[src/design/countdown_timer_controller_core_macros.svh]
// Assertion helpers shared by the timer RTL.
// Each macro expects clk and arst_n in scope.
`ifndef COUNTDOWN_TIMER_CONTROLLER_CORE_MACROS_SVH
`define COUNTDOWN_TIMER_CONTROLLER_CORE_MACROS_SVH

// Same-cycle implication
`define CDT_ASSERT_IMP(lbl, ante, cons, msg) \
	lbl: assert property (@(posedge clk) disable iff (!arst_n) (ante) |-> (cons)) \
		else $error(msg);

// Next-cycle implication
`define CDT_ASSERT_NEXT(lbl, ante, cons, msg) \
	lbl: assert property (@(posedge clk) disable iff (!arst_n) (ante) |=> (cons)) \
		else $error(msg);

`endif

[src/design/cdt_pkg.sv]
`default_nettype none

package cdt_pkg;

	// Timer tick rate default
	localparam int TICKS_PER_SECOND_DEF = 100;

	// Preset limits and steps
	localparam int          PRESET_W          = 9;
	localparam int          PRESET_MAX        = 5 * 60;
	localparam int          LARGE_STEP_FACTOR = 60;
	localparam logic [8:0]  PRESET_STEP_RESET = 9'd10;

	// Beeper
	localparam int          TONE_W       = 24;
	localparam logic [23:0] TONE_START   = 24'd3072;
	localparam logic [23:0] TONE_STEP    = 24'd100;
	localparam int          BEEP_SECONDS = 9;

	// Elapsed seconds saturate at 16 bits
	localparam int          ELAPSED_W = 16;

	typedef enum logic [1:0] {
		MODE_SET     = 2'd0,
		MODE_RUNNING = 2'd1,
		MODE_PAUSED  = 2'd2,
		MODE_BEEPING = 2'd3
	} mode_t;

	// One polling step, tick in the lowest bit
	typedef struct packed {
		logic button_start_stop;
		logic button_recall;
		logic button_large_step;
		logic button_small_step;
		logic tick;
	} item_t;

	// One result, mode in the lowest bits
	typedef struct packed {
		logic [TONE_W-1:0]   beep_tone;
		logic                beeper_on;
		logic                show_remaining;
		logic [PRESET_W-1:0] remaining_seconds;
		logic [PRESET_W-1:0] preset_seconds;
		mode_t               mode;
	} result_t;

	localparam int ITEM_W   = $bits(item_t);
	localparam int RESULT_W = $bits(result_t);

endpackage

`default_nettype wire

[src/design/cdt_engine.sv]
`default_nettype none

`include "countdown_timer_controller_core_macros.svh"

module cdt_engine import cdt_pkg::*; #(
	parameter int TICKS_PER_SECOND = TICKS_PER_SECOND_DEF
) (
	input  wire logic                clk,
	input  wire logic                arst_n,
	input  wire logic                step_en,
	input  wire item_t               item,
	input  wire logic [PRESET_W-1:0] preset_step,
	output result_t                  result
);

	// Tick count kept as quotient and remainder by the tick rate, so no divider
	localparam longint unsigned CNT_MAX = 64'hFFFF_FFFF;
	localparam longint unsigned DMAX    = CNT_MAX / TICKS_PER_SECOND;
	localparam longint unsigned MMAX    = CNT_MAX % TICKS_PER_SECOND;
	localparam int DW  = $clog2(DMAX + 1);
	localparam int MW  = (TICKS_PER_SECOND > 1) ? $clog2(TICKS_PER_SECOND) : 1;
	// Beep phase over two seconds, beep tick count up to one past the limit
	localparam int PHW = $clog2(2 * TICKS_PER_SECOND);
	localparam int BCW = $clog2(BEEP_SECONDS * TICKS_PER_SECOND + 2);
	localparam logic [DW-1:0]  DIV_LAST   = DW'(DMAX);
	localparam logic [MW-1:0]  MOD_LAST   = MW'(MMAX);
	localparam logic [MW-1:0]  MOD_TOP    = MW'(TICKS_PER_SECOND - 1);
	localparam logic [PHW-1:0] PH_HALF    = PHW'(TICKS_PER_SECOND);
	localparam logic [PHW-1:0] PH_TOP     = PHW'(2 * TICKS_PER_SECOND - 1);
	localparam logic [BCW-1:0] BEEP_LIMIT = BCW'(BEEP_SECONDS * TICKS_PER_SECOND);
	localparam logic [15:0]    PRESET_LIM = 16'(PRESET_MAX);

	mode_t               mode_q, n_mode;
	logic                entry_q, n_entry;
	logic [PRESET_W-1:0] preset_q, n_preset;
	logic [PRESET_W-1:0] saved_q, n_saved;
	logic [DW-1:0]       cur_div_q, n_cur_div;
	logic [MW-1:0]       cur_mod_q, n_cur_mod;
	logic [DW-1:0]       run_div_q, n_run_div;
	logic [MW-1:0]       run_mod_q, n_run_mod;
	logic [ELAPSED_W-1:0] elapsed_q, n_elapsed;
	logic [PHW-1:0]      phase_q, n_phase;
	logic [BCW-1:0]      beep_cnt_q, n_beep_cnt;
	logic [TONE_W-1:0]   tone_q, n_tone;
	logic                beeper_q, n_beeper;
	logic                ran_set;
	logic [15:0]         large_amount;

	// Add to the preset, wrapping to zero past the maximum
	function automatic logic [PRESET_W-1:0] add_preset(input logic [PRESET_W-1:0] base,
			input logic [15:0] amount);
		logic [15:0] sum;
		sum = 16'(base) + amount;
		return (sum <= PRESET_LIM) ? sum[PRESET_W-1:0] : '0;
	endfunction

	assign large_amount = 16'(preset_step) * 16'(LARGE_STEP_FACTOR);

	// Mode handlers for one step
	always_comb begin
		n_mode     = mode_q;
		n_entry    = entry_q;
		n_preset   = preset_q;
		n_saved    = saved_q;
		n_cur_div  = cur_div_q;
		n_cur_mod  = cur_mod_q;
		n_run_div  = run_div_q;
		n_run_mod  = run_mod_q;
		n_elapsed  = elapsed_q;
		n_phase    = phase_q;
		n_beep_cnt = beep_cnt_q;
		n_tone     = tone_q;
		n_beeper   = beeper_q;
		ran_set    = 1'b0;
		case (mode_q)
			MODE_SET: begin
				ran_set  = 1'b1;
				n_entry  = 1'b1;
				n_preset = entry_q ? preset_q : '0;
				// small, recall, large, start in that order
				if (item.button_small_step) begin
					n_preset = add_preset(n_preset, 16'(preset_step));
				end
				if (item.button_recall) begin
					n_preset = saved_q;
				end
				if (item.button_large_step) begin
					n_preset = add_preset(n_preset, large_amount);
				end
				if (item.button_start_stop) begin
					n_saved   = n_preset;
					n_mode    = MODE_RUNNING;
					n_entry   = 1'b0;
					n_run_div = '0;
					n_run_mod = '0;
				end
			end
			MODE_RUNNING: begin
				n_entry = 1'b1;
				if (!entry_q) begin
					// entry tick is dropped: count restarts from the saved run
					n_cur_div = run_div_q;
					n_cur_mod = run_mod_q;
				end else if (item.tick) begin
					if (cur_div_q == DIV_LAST && cur_mod_q == MOD_LAST) begin
						n_cur_div = '0;
						n_cur_mod = '0;
					end else if (cur_mod_q == MOD_TOP) begin
						n_cur_div = cur_div_q + 1'b1;
						n_cur_mod = '0;
					end else begin
						n_cur_mod = cur_mod_q + 1'b1;
					end
				end
				n_elapsed = (n_cur_div > DW'(16'hFFFF)) ? 16'hFFFF
				                                        : n_cur_div[ELAPSED_W-1:0];
				if (n_elapsed >= 16'(preset_q)) begin
					n_mode  = MODE_BEEPING;
					n_entry = 1'b0;
				end
				// pause takes precedence over reaching the preset
				if (item.button_start_stop) begin
					n_mode    = MODE_PAUSED;
					n_entry   = 1'b0;
					n_run_div = n_cur_div;
					n_run_mod = n_cur_mod;
				end
			end
			MODE_PAUSED: begin
				n_entry = 1'b1;
				if (item.button_start_stop && elapsed_q < 16'(preset_q)) begin
					n_mode  = MODE_RUNNING;
					n_entry = 1'b0;
				end
				if (item.button_small_step || item.button_large_step) begin
					n_mode  = MODE_SET;
					n_entry = 1'b0;
				end
			end
			default: begin
				// beeping
				n_entry = 1'b1;
				if (!entry_q) begin
					n_beep_cnt = '0;
					n_phase    = '0;
					n_tone     = TONE_START;
				end else if (item.tick) begin
					n_beep_cnt = beep_cnt_q + 1'b1;
					n_phase    = (phase_q == PH_TOP) ? '0 : phase_q + 1'b1;
				end
				if (n_phase < PH_HALF) begin
					n_tone   = n_tone + TONE_STEP;
					n_beeper = 1'b1;
				end
				if (n_phase > PH_HALF) begin
					n_beeper = 1'b0;
				end
				if (item.button_start_stop || n_beep_cnt > BEEP_LIMIT) begin
					n_mode   = MODE_SET;
					n_entry  = 1'b0;
					n_beeper = 1'b0;
				end
			end
		endcase
	end

	// Result of this step
	always_comb begin
		result.mode              = n_mode;
		result.preset_seconds    = n_preset;
		result.remaining_seconds = (n_elapsed < 16'(n_preset))
		                           ? PRESET_W'(16'(n_preset) - n_elapsed) : '0;
		result.show_remaining    = !ran_set;
		result.beeper_on         = n_beeper;
		result.beep_tone         = n_tone;
	end

	// State registers
	always_ff @(posedge clk or negedge arst_n) begin
		if (!arst_n) begin
			mode_q     <= MODE_SET;
			entry_q    <= 1'b0;
			preset_q   <= '0;
			saved_q    <= '0;
			cur_div_q  <= '0;
			cur_mod_q  <= '0;
			run_div_q  <= '0;
			run_mod_q  <= '0;
			elapsed_q  <= '0;
			phase_q    <= '0;
			beep_cnt_q <= '0;
			tone_q     <= TONE_START;
			beeper_q   <= 1'b0;
		end else if (step_en) begin
			mode_q     <= n_mode;
			entry_q    <= n_entry;
			preset_q   <= n_preset;
			saved_q    <= n_saved;
			cur_div_q  <= n_cur_div;
			cur_mod_q  <= n_cur_mod;
			run_div_q  <= n_run_div;
			run_mod_q  <= n_run_mod;
			elapsed_q  <= n_elapsed;
			phase_q    <= n_phase;
			beep_cnt_q <= n_beep_cnt;
			tone_q     <= n_tone;
			beeper_q   <= n_beeper;
		end
	end

	// Checks
	`CDT_ASSERT_NEXT(a_set_start_runs, step_en && mode_q == MODE_SET && item.button_start_stop, mode_q == MODE_RUNNING, "start in set mode did not enter running")
	`CDT_ASSERT_NEXT(a_beep_stop, step_en && mode_q == MODE_BEEPING && item.button_start_stop, mode_q == MODE_SET && !beeper_q, "start while beeping did not silence")
	`CDT_ASSERT_IMP(a_preset_range, mode_q != MODE_SET || entry_q, 16'(preset_q) <= PRESET_LIM && 16'(saved_q) <= PRESET_LIM, "preset beyond limit")

endmodule

`default_nettype wire

[src/design/countdown_timer_controller_core.sv]
// Countdown timer controller. Each stream transaction on s_axis is one polling step (an
// optional timer tick plus four button press events); each produces exactly one result
// transaction on m_axis carrying mode, preset, remaining time, display flag and beeper
// state. The step passes an input register, the mode logic, then the result register;
// throughput is one step per cycle, limited only by m_axis_tready. The preset step size is
// written through cfg_we/cfg_wdata (reset value 10); the user must write it only while no
// step is in flight, as the block itself does not enforce this. No start-up sweep.
`default_nettype none

`include "countdown_timer_controller_core_macros.svh"

module countdown_timer_controller_core import cdt_pkg::*; #(
	parameter int TICKS_PER_SECOND = TICKS_PER_SECOND_DEF
) (
	input  wire logic        clk,
	input  wire logic        arst_n,
	// preset_step
	input  wire logic        cfg_we,
	input  wire logic [8:0]  cfg_wdata,
	input  wire logic        s_axis_tvalid,
	output logic             s_axis_tready,
	// tick, button_small_step, button_large_step, button_recall, button_start_stop
	input  wire logic [7:0]  s_axis_tdata,
	output logic             m_axis_tvalid,
	input  wire logic        m_axis_tready,
	// mode[1:0], preset_seconds[10:2], remaining_seconds[19:11], show_remaining[20],
	// beeper_on[21], beep_tone[45:22]
	output logic [47:0]      m_axis_tdata
);

	logic [PRESET_W-1:0] preset_step_q;
	logic                v_s1;
	item_t               item_s1;
	logic                v_s2;
	result_t             res_s2;
	result_t             res_next;
	logic                advance;

	// Step moves into the result register when that register is free or being taken
	assign advance       = v_s1 && (!v_s2 || m_axis_tready);
	assign s_axis_tready = !v_s1 || advance;

	// Configuration register
	always_ff @(posedge clk or negedge arst_n) begin
		if (!arst_n) begin
			preset_step_q <= PRESET_STEP_RESET;
		end else if (cfg_we) begin
			preset_step_q <= cfg_wdata;
		end
	end

	// Input register
	always_ff @(posedge clk or negedge arst_n) begin
		if (!arst_n) begin
			v_s1 <= 1'b0;
		end else if (s_axis_tready) begin
			v_s1 <= s_axis_tvalid;
		end
	end

	always_ff @(posedge clk) begin
		if (s_axis_tready && s_axis_tvalid) begin
			item_s1 <= item_t'(s_axis_tdata[ITEM_W-1:0]);
		end
	end

	cdt_engine #(
		.TICKS_PER_SECOND(TICKS_PER_SECOND)
	) u_engine (
		.clk        (clk),
		.arst_n     (arst_n),
		.step_en    (advance),
		.item       (item_s1),
		.preset_step(preset_step_q),
		.result     (res_next)
	);

	// Result register
	always_ff @(posedge clk or negedge arst_n) begin
		if (!arst_n) begin
			v_s2 <= 1'b0;
		end else if (advance) begin
			v_s2 <= 1'b1;
		end else if (m_axis_tready) begin
			v_s2 <= 1'b0;
		end
	end

	always_ff @(posedge clk) begin
		if (advance) begin
			res_s2 <= res_next;
		end
	end

	assign m_axis_tvalid = v_s2;
	assign m_axis_tdata  = {(48 - RESULT_W)'(0), res_s2};

	// Checks
	`CDT_ASSERT_NEXT(a_result_loaded, advance, m_axis_tvalid, "step did not reach the result register")
	`CDT_ASSERT_NEXT(a_result_held, m_axis_tvalid && !m_axis_tready, m_axis_tvalid && $stable(m_axis_tdata), "result changed while stalled")
	`CDT_ASSERT_IMP(a_ready_when_empty, !v_s1, s_axis_tready, "input refused while stage empty")

endmodule

`default_nettype wire

[config.mk]
export PLATFORM = sky130hd
export DESIGN_NAME = countdown_timer_controller_core
export DESIGN_NICKNAME = d
export VERILOG_FILES = /design/src/design/cdt_pkg.sv /design/src/design/cdt_engine.sv /design/src/design/countdown_timer_controller_core.sv
export VERILOG_INCLUDE_DIRS = /design/src /design/src/design
export SDC_FILE = /design/constraint.sdc
export NUM_CORES = 1
export LEC_CHECK = 0
export BUFFER_PORTS_ARGS = -buffer_cell sky130_fd_sc_hd__buf_2
export CAP_MARGIN = 20
export CORE_MARGIN = 1
export CORE_UTILIZATION = 65
export CTS_BUF_LIST = sky130_fd_sc_hd__clkbuf_4 sky130_fd_sc_hd__clkbuf_8 sky130_fd_sc_hd__clkbuf_16
export CTS_CLUSTER_DIAMETER = 200
export DETAILED_ROUTE_END_ITERATION = 16
export GPL_ROUTABILITY_DRIVEN = 0
export HOLD_SLACK_MARGIN = 0.1
export MAX_ROUTING_LAYER = met4
export PLACE_DENSITY = 0.8
export SYNTH_ARGS = -nofsm -noshare
export SYNTH_HDL_FRONTEND = slang
export SYNTH_SLANG_ARGS = --single-unit
export TNS_END_PERCENT = 1
[constraint.sdc]
create_clock -name clk -period 25.3 [get_ports clk]
set_input_delay 2.53 -clock clk [delete_from_list [all_inputs] [get_ports clk]]
set_output_delay 2.53 -clock clk [all_outputs]
set_load 0.01 [all_outputs]
# == Yosys cells after proc, flatten, opt, wreduce, memory -nomap -nowiden ==
# Cells that the tools add are included.
# Widths: inputs -> output; s select.
# classes
addsub,8
n_mul,1
order_cmp,9
eq_ne,8
mux,57
n_bitwise,1
reduce_logical,19
# op_table
operator,n
$mux 26,7
$mux 24,4
$mux 9,8
$pmux 26 s2,1
$mux 7,6
$le 16x9->1 const B,2
$lt 16x9->1,2
$mux 16,2
$mux 8,4
$mux 10,3
$add 26x1->26 const B,1
$eq 26x26->1 const B,1
$gt 26x16->1 const B,1
$add 24x7->24 const B,1
$add 9x15->16,1
$ge 16x9->1,1
$eq 7x7->1 const B,2
$pmux 7 s2,1
$mul 9x4->13 const B,1
$mux 1,13
$mux 2,6
$add 10x1->10 const B,1
$add 9x9->10,1
$gt 10x10->1 const B,1
21 further kinds,32
# totals
register_bits,208
out_inout_bits,50

# == Logic depth before layout (Yosys ltp) ==
# logic_depth
ltp_word,13
depth_mapped,40

# == Hierarchy ==
# Synthesis repeated with hierarchy kept, for this count alone.
# unflattened
hier_cells,1519
area_unflattened_um2,13822.0
# by_module_without_submodules
module,instances,cells_each,area_per_inst_um2,seq_area_each_um2
cdt_engine,1,1438,11808.8,3656.0
countdown_timer_controller_core,1,81,2013.2,1809.2

# == Least setup slack after synthesis ==
# Ideal clock, no wire load.
# synth_timing
path_type,register to register
startpoint,reg u_engine.entry_q
endpoint,reg res_s2 (netlist bit m_axis_tdata[19]) (data pin)
t_arrival_ns,7.865
required_time_ns,25.045
path_slack_ns,17.180
path_stages_with_launch,39
path_buffers,5
period_less_slack_ns,8.120
cell_sequence,dfrtp_1 > clkbuf_1 > buf_1 > clkbuf_1 > buf_1 > clkbuf_1 > and2_1 > ha_1 > inv_1 > fa_1 > and3b_1 > o221ai_1 > a2bb2oi_1 > xor2_1 > inv_1 > o21a_1 > nor2b_1 > a211oi_1 > (+3 left out) > o31a_1 > o31a_1 > nor3_1 > nand4_1 > o22a_1 > nand4_1 > a21oi_1 > mux2_2 > fa_1 > a21oi_1 > nor2_1 > nor2_1 > o21bai_1 > a21oi_1 > o21bai_1 > a21oi_1 > xnor2_1 > and2_1
# synth_lines
element,line_no,rtl
from (decl),cdt_engine.sv:34,"logic entry_q, n_entry;"
from (signal assigned),cdt_engine.sv:196,entry_q <= n_entry;
to (signal assigned),countdown_timer_controller_core.sv:91,res_s2 <= res_next;
to (decl),countdown_timer_controller_core.sv:35,result_t res_s2;

# == Worst setup path after layout ==
# layout_timing
startpoint,reg u_engine.entry_q
endpoint,reg res_s2 (netlist bit m_axis_tdata[14]) (data pin)
# layout_between
elab_chain_len,13
word_cells_on_any_way,19
# layout_rtl
element,line_no,rtl
$mux 9,cdt_engine.sv:79,n_preset = entry_q ? preset_q : '0;
$add 9x9->10,cdt_engine.sv:53,sum = 16'(base) + amount;
$le 16x9->1,cdt_engine.sv:54,return (sum <= PRESET_LIM) ? sum[PRESET_W-1:0] : '0;
$mux 9,cdt_engine.sv:54,
$mux 9,cdt_engine.sv:81,if (item.button_small_step) begin
$mux 9,cdt_engine.sv:84,if (item.button_recall) begin
$mux 9,cdt_engine.sv:75,case (mode_q)
$add 9x15->16,cdt_engine.sv:53,
$le 16x9->1,cdt_engine.sv:54,
$mux 9,cdt_engine.sv:54,
$mux 9,cdt_engine.sv:87,if (item.button_large_step) begin
$mux 9,cdt_engine.sv:75,
$lt 16x9->1 or $sub 9x9->9 (tied branches),"cdt_engine.sv:171, cdt_engine.sv:172",
# Parallel ways exist; a longest one is shown, timed or not. The select of a mux whose other input is x is not followed.
# A chain may end at the register's enable or synchronous reset.

==> results_dict.tcl <==
set metrics [dict create \
    postPlaceCellArea_um2 14200 \
    area_growth_pct 8.80 \
    worstPathMaxFanout 54 \
    cts_buffer_depth 3 \
    synthMuxAreaShare_pct 4.51 \
    remaining_drc_errors 0 \
    p_int_w 0.000921 \
    run_status "complete, no violations" \
    cp_slowest_stage_delay_ns 0.81 \
    grt_util_met1_pct 42.7 \
    ctsHtreeMaxLevel 1 \
    ff2ff_setup_slack_ns 16.54 \
    rows 52 \
    critPathKind "reg -> reg" \
    wl_per_cell_um 17.8 \
    pwr-share-clk_pct 20.0 \
    power_density_nw_per_um2 108 \
    fin_skew_ns 0.0173 \
    worst_path_max_delay_cell "o41ai_1" \
    synthDistinctLibCells 79 \
    syn_area_per_cell_um2 9.03 \
    rsz0062_at_grt "no" \
    dieArea_um2 21800 \
    holdBufCountCts 0 \
    totalWireLength_mm 32.7 \
    synth-simple-area-share_pct 19.9 \
    vdd_drop_max_uv 74.0 \
    p_comb_share_pct 48.8 \
    ant_nets 0 \
    numPortBuffers 66 \
    dieHeight_um 148 \
    grt_pass1_vias 11000 \
    worst_pin_slew_ns 1.03 \
    slew_headroom_pct 30.5 \
    via_count 11600 \
    timing.rr.end "m_axis_tdata[14]" \
    busiest_layer "met2" \
    postCtsSetupBuffers 0 \
    drt-vias-per-instance 6.33 \
    fmax_mhz 114 \
    layout_common_cells "212 x nand2_1, 152 x dfrtp_1, 125 x o21ai_0, 99 x nor2_1, 81 x a21oi_1" \
    met2_usage_pct 50.2 \
    hpwlAfterDp_mm 22.6 \
    synth_edf_count 51 \
    core-area_um2 20500 \
    yosys.area_share.xor_xnor_pct 4.26 \
    netlist_area_um2 13800 \
    p_leak_nw 6.56 \
    fin_area_um2 15000 \
    ys_warn_count 0 \
    antenna_found_initial 0 \
    power.total_w 0.00161 \
    ctsResizeCount 0 \
    synth_seq_cells 208 \
    end_kind "register" \
    cts_root_buf "clkbuf_16" \
    cap_violations 0 \
    power.switching_w 0.000692 \
    cp.depth 29 \
    cts.sinks 208 \
    p_sw_share_pct 42.9 \
    dr.first_iter.drc_count 1011 \
    hp-class "reg -> reg" \
    synth_compound_area_share_pct 18.3 \
    multi_input_area_um2 7720 \
    reg2reg_from "u_engine.entry_q" \
    num-fill-cells 1523 \
    cts_tree "done" \
    dr.pass1.iters 6 \
    cts_made_buffers 24 \
    antenna_cells 0 \
    cp-startpoint "u_engine.entry_q" \
    track_usage_pct 31.7 \
    nets 1664 \
    grt_use_met3_pct 3.52 \
    period_share_pct 34.6 \
    cp.arrival_ns 9.15 \
    rr_worst_depth 29 \
    ys.flop_type "dfrtp_1" \
    start_util_pct 67.2 \
    grt_max_degree 90 \
    ys_seq_area_share_pct 39.7 \
    clk_pin_slew_ns 0.06 \
    synth_adder_area_share_pct 9.07 \
    crit_family "compound AO/OA/AOI/OAI gates" \
    grt_overflow_total 0 \
    grt_pass1_wl_mm 54.6 \
    startpoint_type "register" \
    setup_violations 0 \
    chipWidth_um 148 \
    setup_tns_ns 0 \
    synthesis.instances 1525 \
    ff_latch_area_um2 5470 \
    synth_top_family_by_area "simple AND/OR/NAND/NOR gates" \
    power_frac_seq_pct 31.2 \
    async_reset_ff_share_pct 75.5 \
    cp-endpoint "m_axis_tdata[14]" \
    hold_viol 0 \
    ioPinCount 72 \
    period_needed_ns 8.76 \
    maxSlewViolCount 0 \
    drive_gt1_share_pct 11.9 \
    critPathBufInv 2 \
    required_ns 25.70 \
    insertion_delay_ns 0.53 \
    layout_commonest_cell "nand2_1" \
]
per-layer routing:
layer / wire [um] / part of all wire (%)
met5: 0 / 0
met2: 15400 / 47
met4: 1090 / 3.3
met3: 1820 / 5.6
met1: 14400 / 44
cell usage after synthesis (18+ instances only):
library cell	number	area [um2]
a21o_1	22	165
inv_1	70	263
nand2b_1	19	119
clkbuf_1	67	251
dfrtp_1	153	3830
nand4_1	19	119
mux2i_1	20	200
xor2_1	31	272
a22o_1	19	166
nand3_1	42	210
edfxtp_1	51	1530
and2_1	26	163
a21oi_1	81	405
nand2_1	213	800
mux2_2	36	405
a31oi_1	20	125
ha_1	71	888
nor3_1	36	180
nor2_1	99	372
o21ai_0	125	626
fa_1	18	360
xnor2_1	36	315
metrics by stage:
stage	std cells	hold slack (ns)	utilization [%]	setup WS, ns
6_report	1839	0.473	73.1	16.54
5_1_grt	1839	0.506	73.1	15.89
4_1_cts	1839	0.480	73.1	16.67
3_5_place_dp	1797	0.463	69.5	16.83
3_3_place_gp	1797	0.456	69.5	16.95
2_1_floorplan	1526	0.442	-	17.18
area by class of cell:
type,instances,share of cell area [%]
repair buffers,80,2.95
well taps,270,2.26
clock inverters,14,0.652
inverters,72,1.80
flip-flops and latches,208,36.5
multi-input cells,1167,51.6
clock buffers,28,4.25
power by group through the flow:
stage / clock [W] / combinational (W) / sequential (W)
floorplan: 0 / 0.000599 / 0.000480
global placement: 0 / 0.000740 / 0.000502
detailed placement: 0 / 0.000769 / 0.000506
CTS: 0.000328 / 0.000777 / 0.000501
global route: 0.000341 / 0.000874 / 0.000514
finish: 0.000323 / 0.000787 / 0.000503
worst reg2reg max path, delay by kind of cell (launching register included):
family	cells	cell delay, ns
xor gates and xnor gates	1	0.25
DFF	1	0.35
muxes	1	0.19
AOI/OAI and AO/OA	14	4.30
buffers and inverters	2	0.65
and+or+nand+nor	8	1.86
adders and majority gates	3	1.02
logic make-up (layout without fill, tap and decap cells):
logic type               after synthesis  count (layout)
AO/OA/AOI/OAI                        392             392
AND/OR/NAND/NOR                      560             560
adder cells (fa/ha/maj)               89              89
multiplexers                          57              57
flip-flops                           208             208
XOR/XNOR                              67              67
other                                  1               2
buffers and inverters                151             194
sequential cells by signal, summed over array words and instances (netlist names):
signal	count
v_s1	1
u_engine.mode_q	2
preset_step_q	9
u_engine.cur_mod_q	7
u_engine.entry_q	1
u_engine.saved_q	9
u_engine.cur_div_q	26
item_s1	5
u_engine.elapsed_q	16
m_axis_tdata	46
u_engine.phase_q	8
u_engine.beep_cnt_q	10
m_axis_tvalid	1
u_engine.tone_q	24
u_engine.run_div_q	26
u_engine.run_mod_q	7
u_engine.preset_q	9
u_engine.beeper_q	1
worst min-delay path by stage:
stage | startpoint | endpoint | slack (ns) | depth (start not counted)
after floorplan | u_engine.run_div_q[4] | u_engine.run_div_q[4] | 0.44 | 2
after global placement | u_engine.run_div_q[4] | u_engine.run_div_q[4] | 0.46 | 2
after detailed placement | u_engine.run_div_q[4] | u_engine.run_div_q[4] | 0.46 | 2
after CTS | u_engine.run_div_q[7] | u_engine.run_div_q[7] | 0.48 | 2
after global routing | u_engine.run_div_q[4] | u_engine.run_div_q[4] | 0.51 | 2
final | u_engine.run_div_q[7] | u_engine.run_div_q[7] | 0.47 | 2
Power figures use the tool's default switching activity.
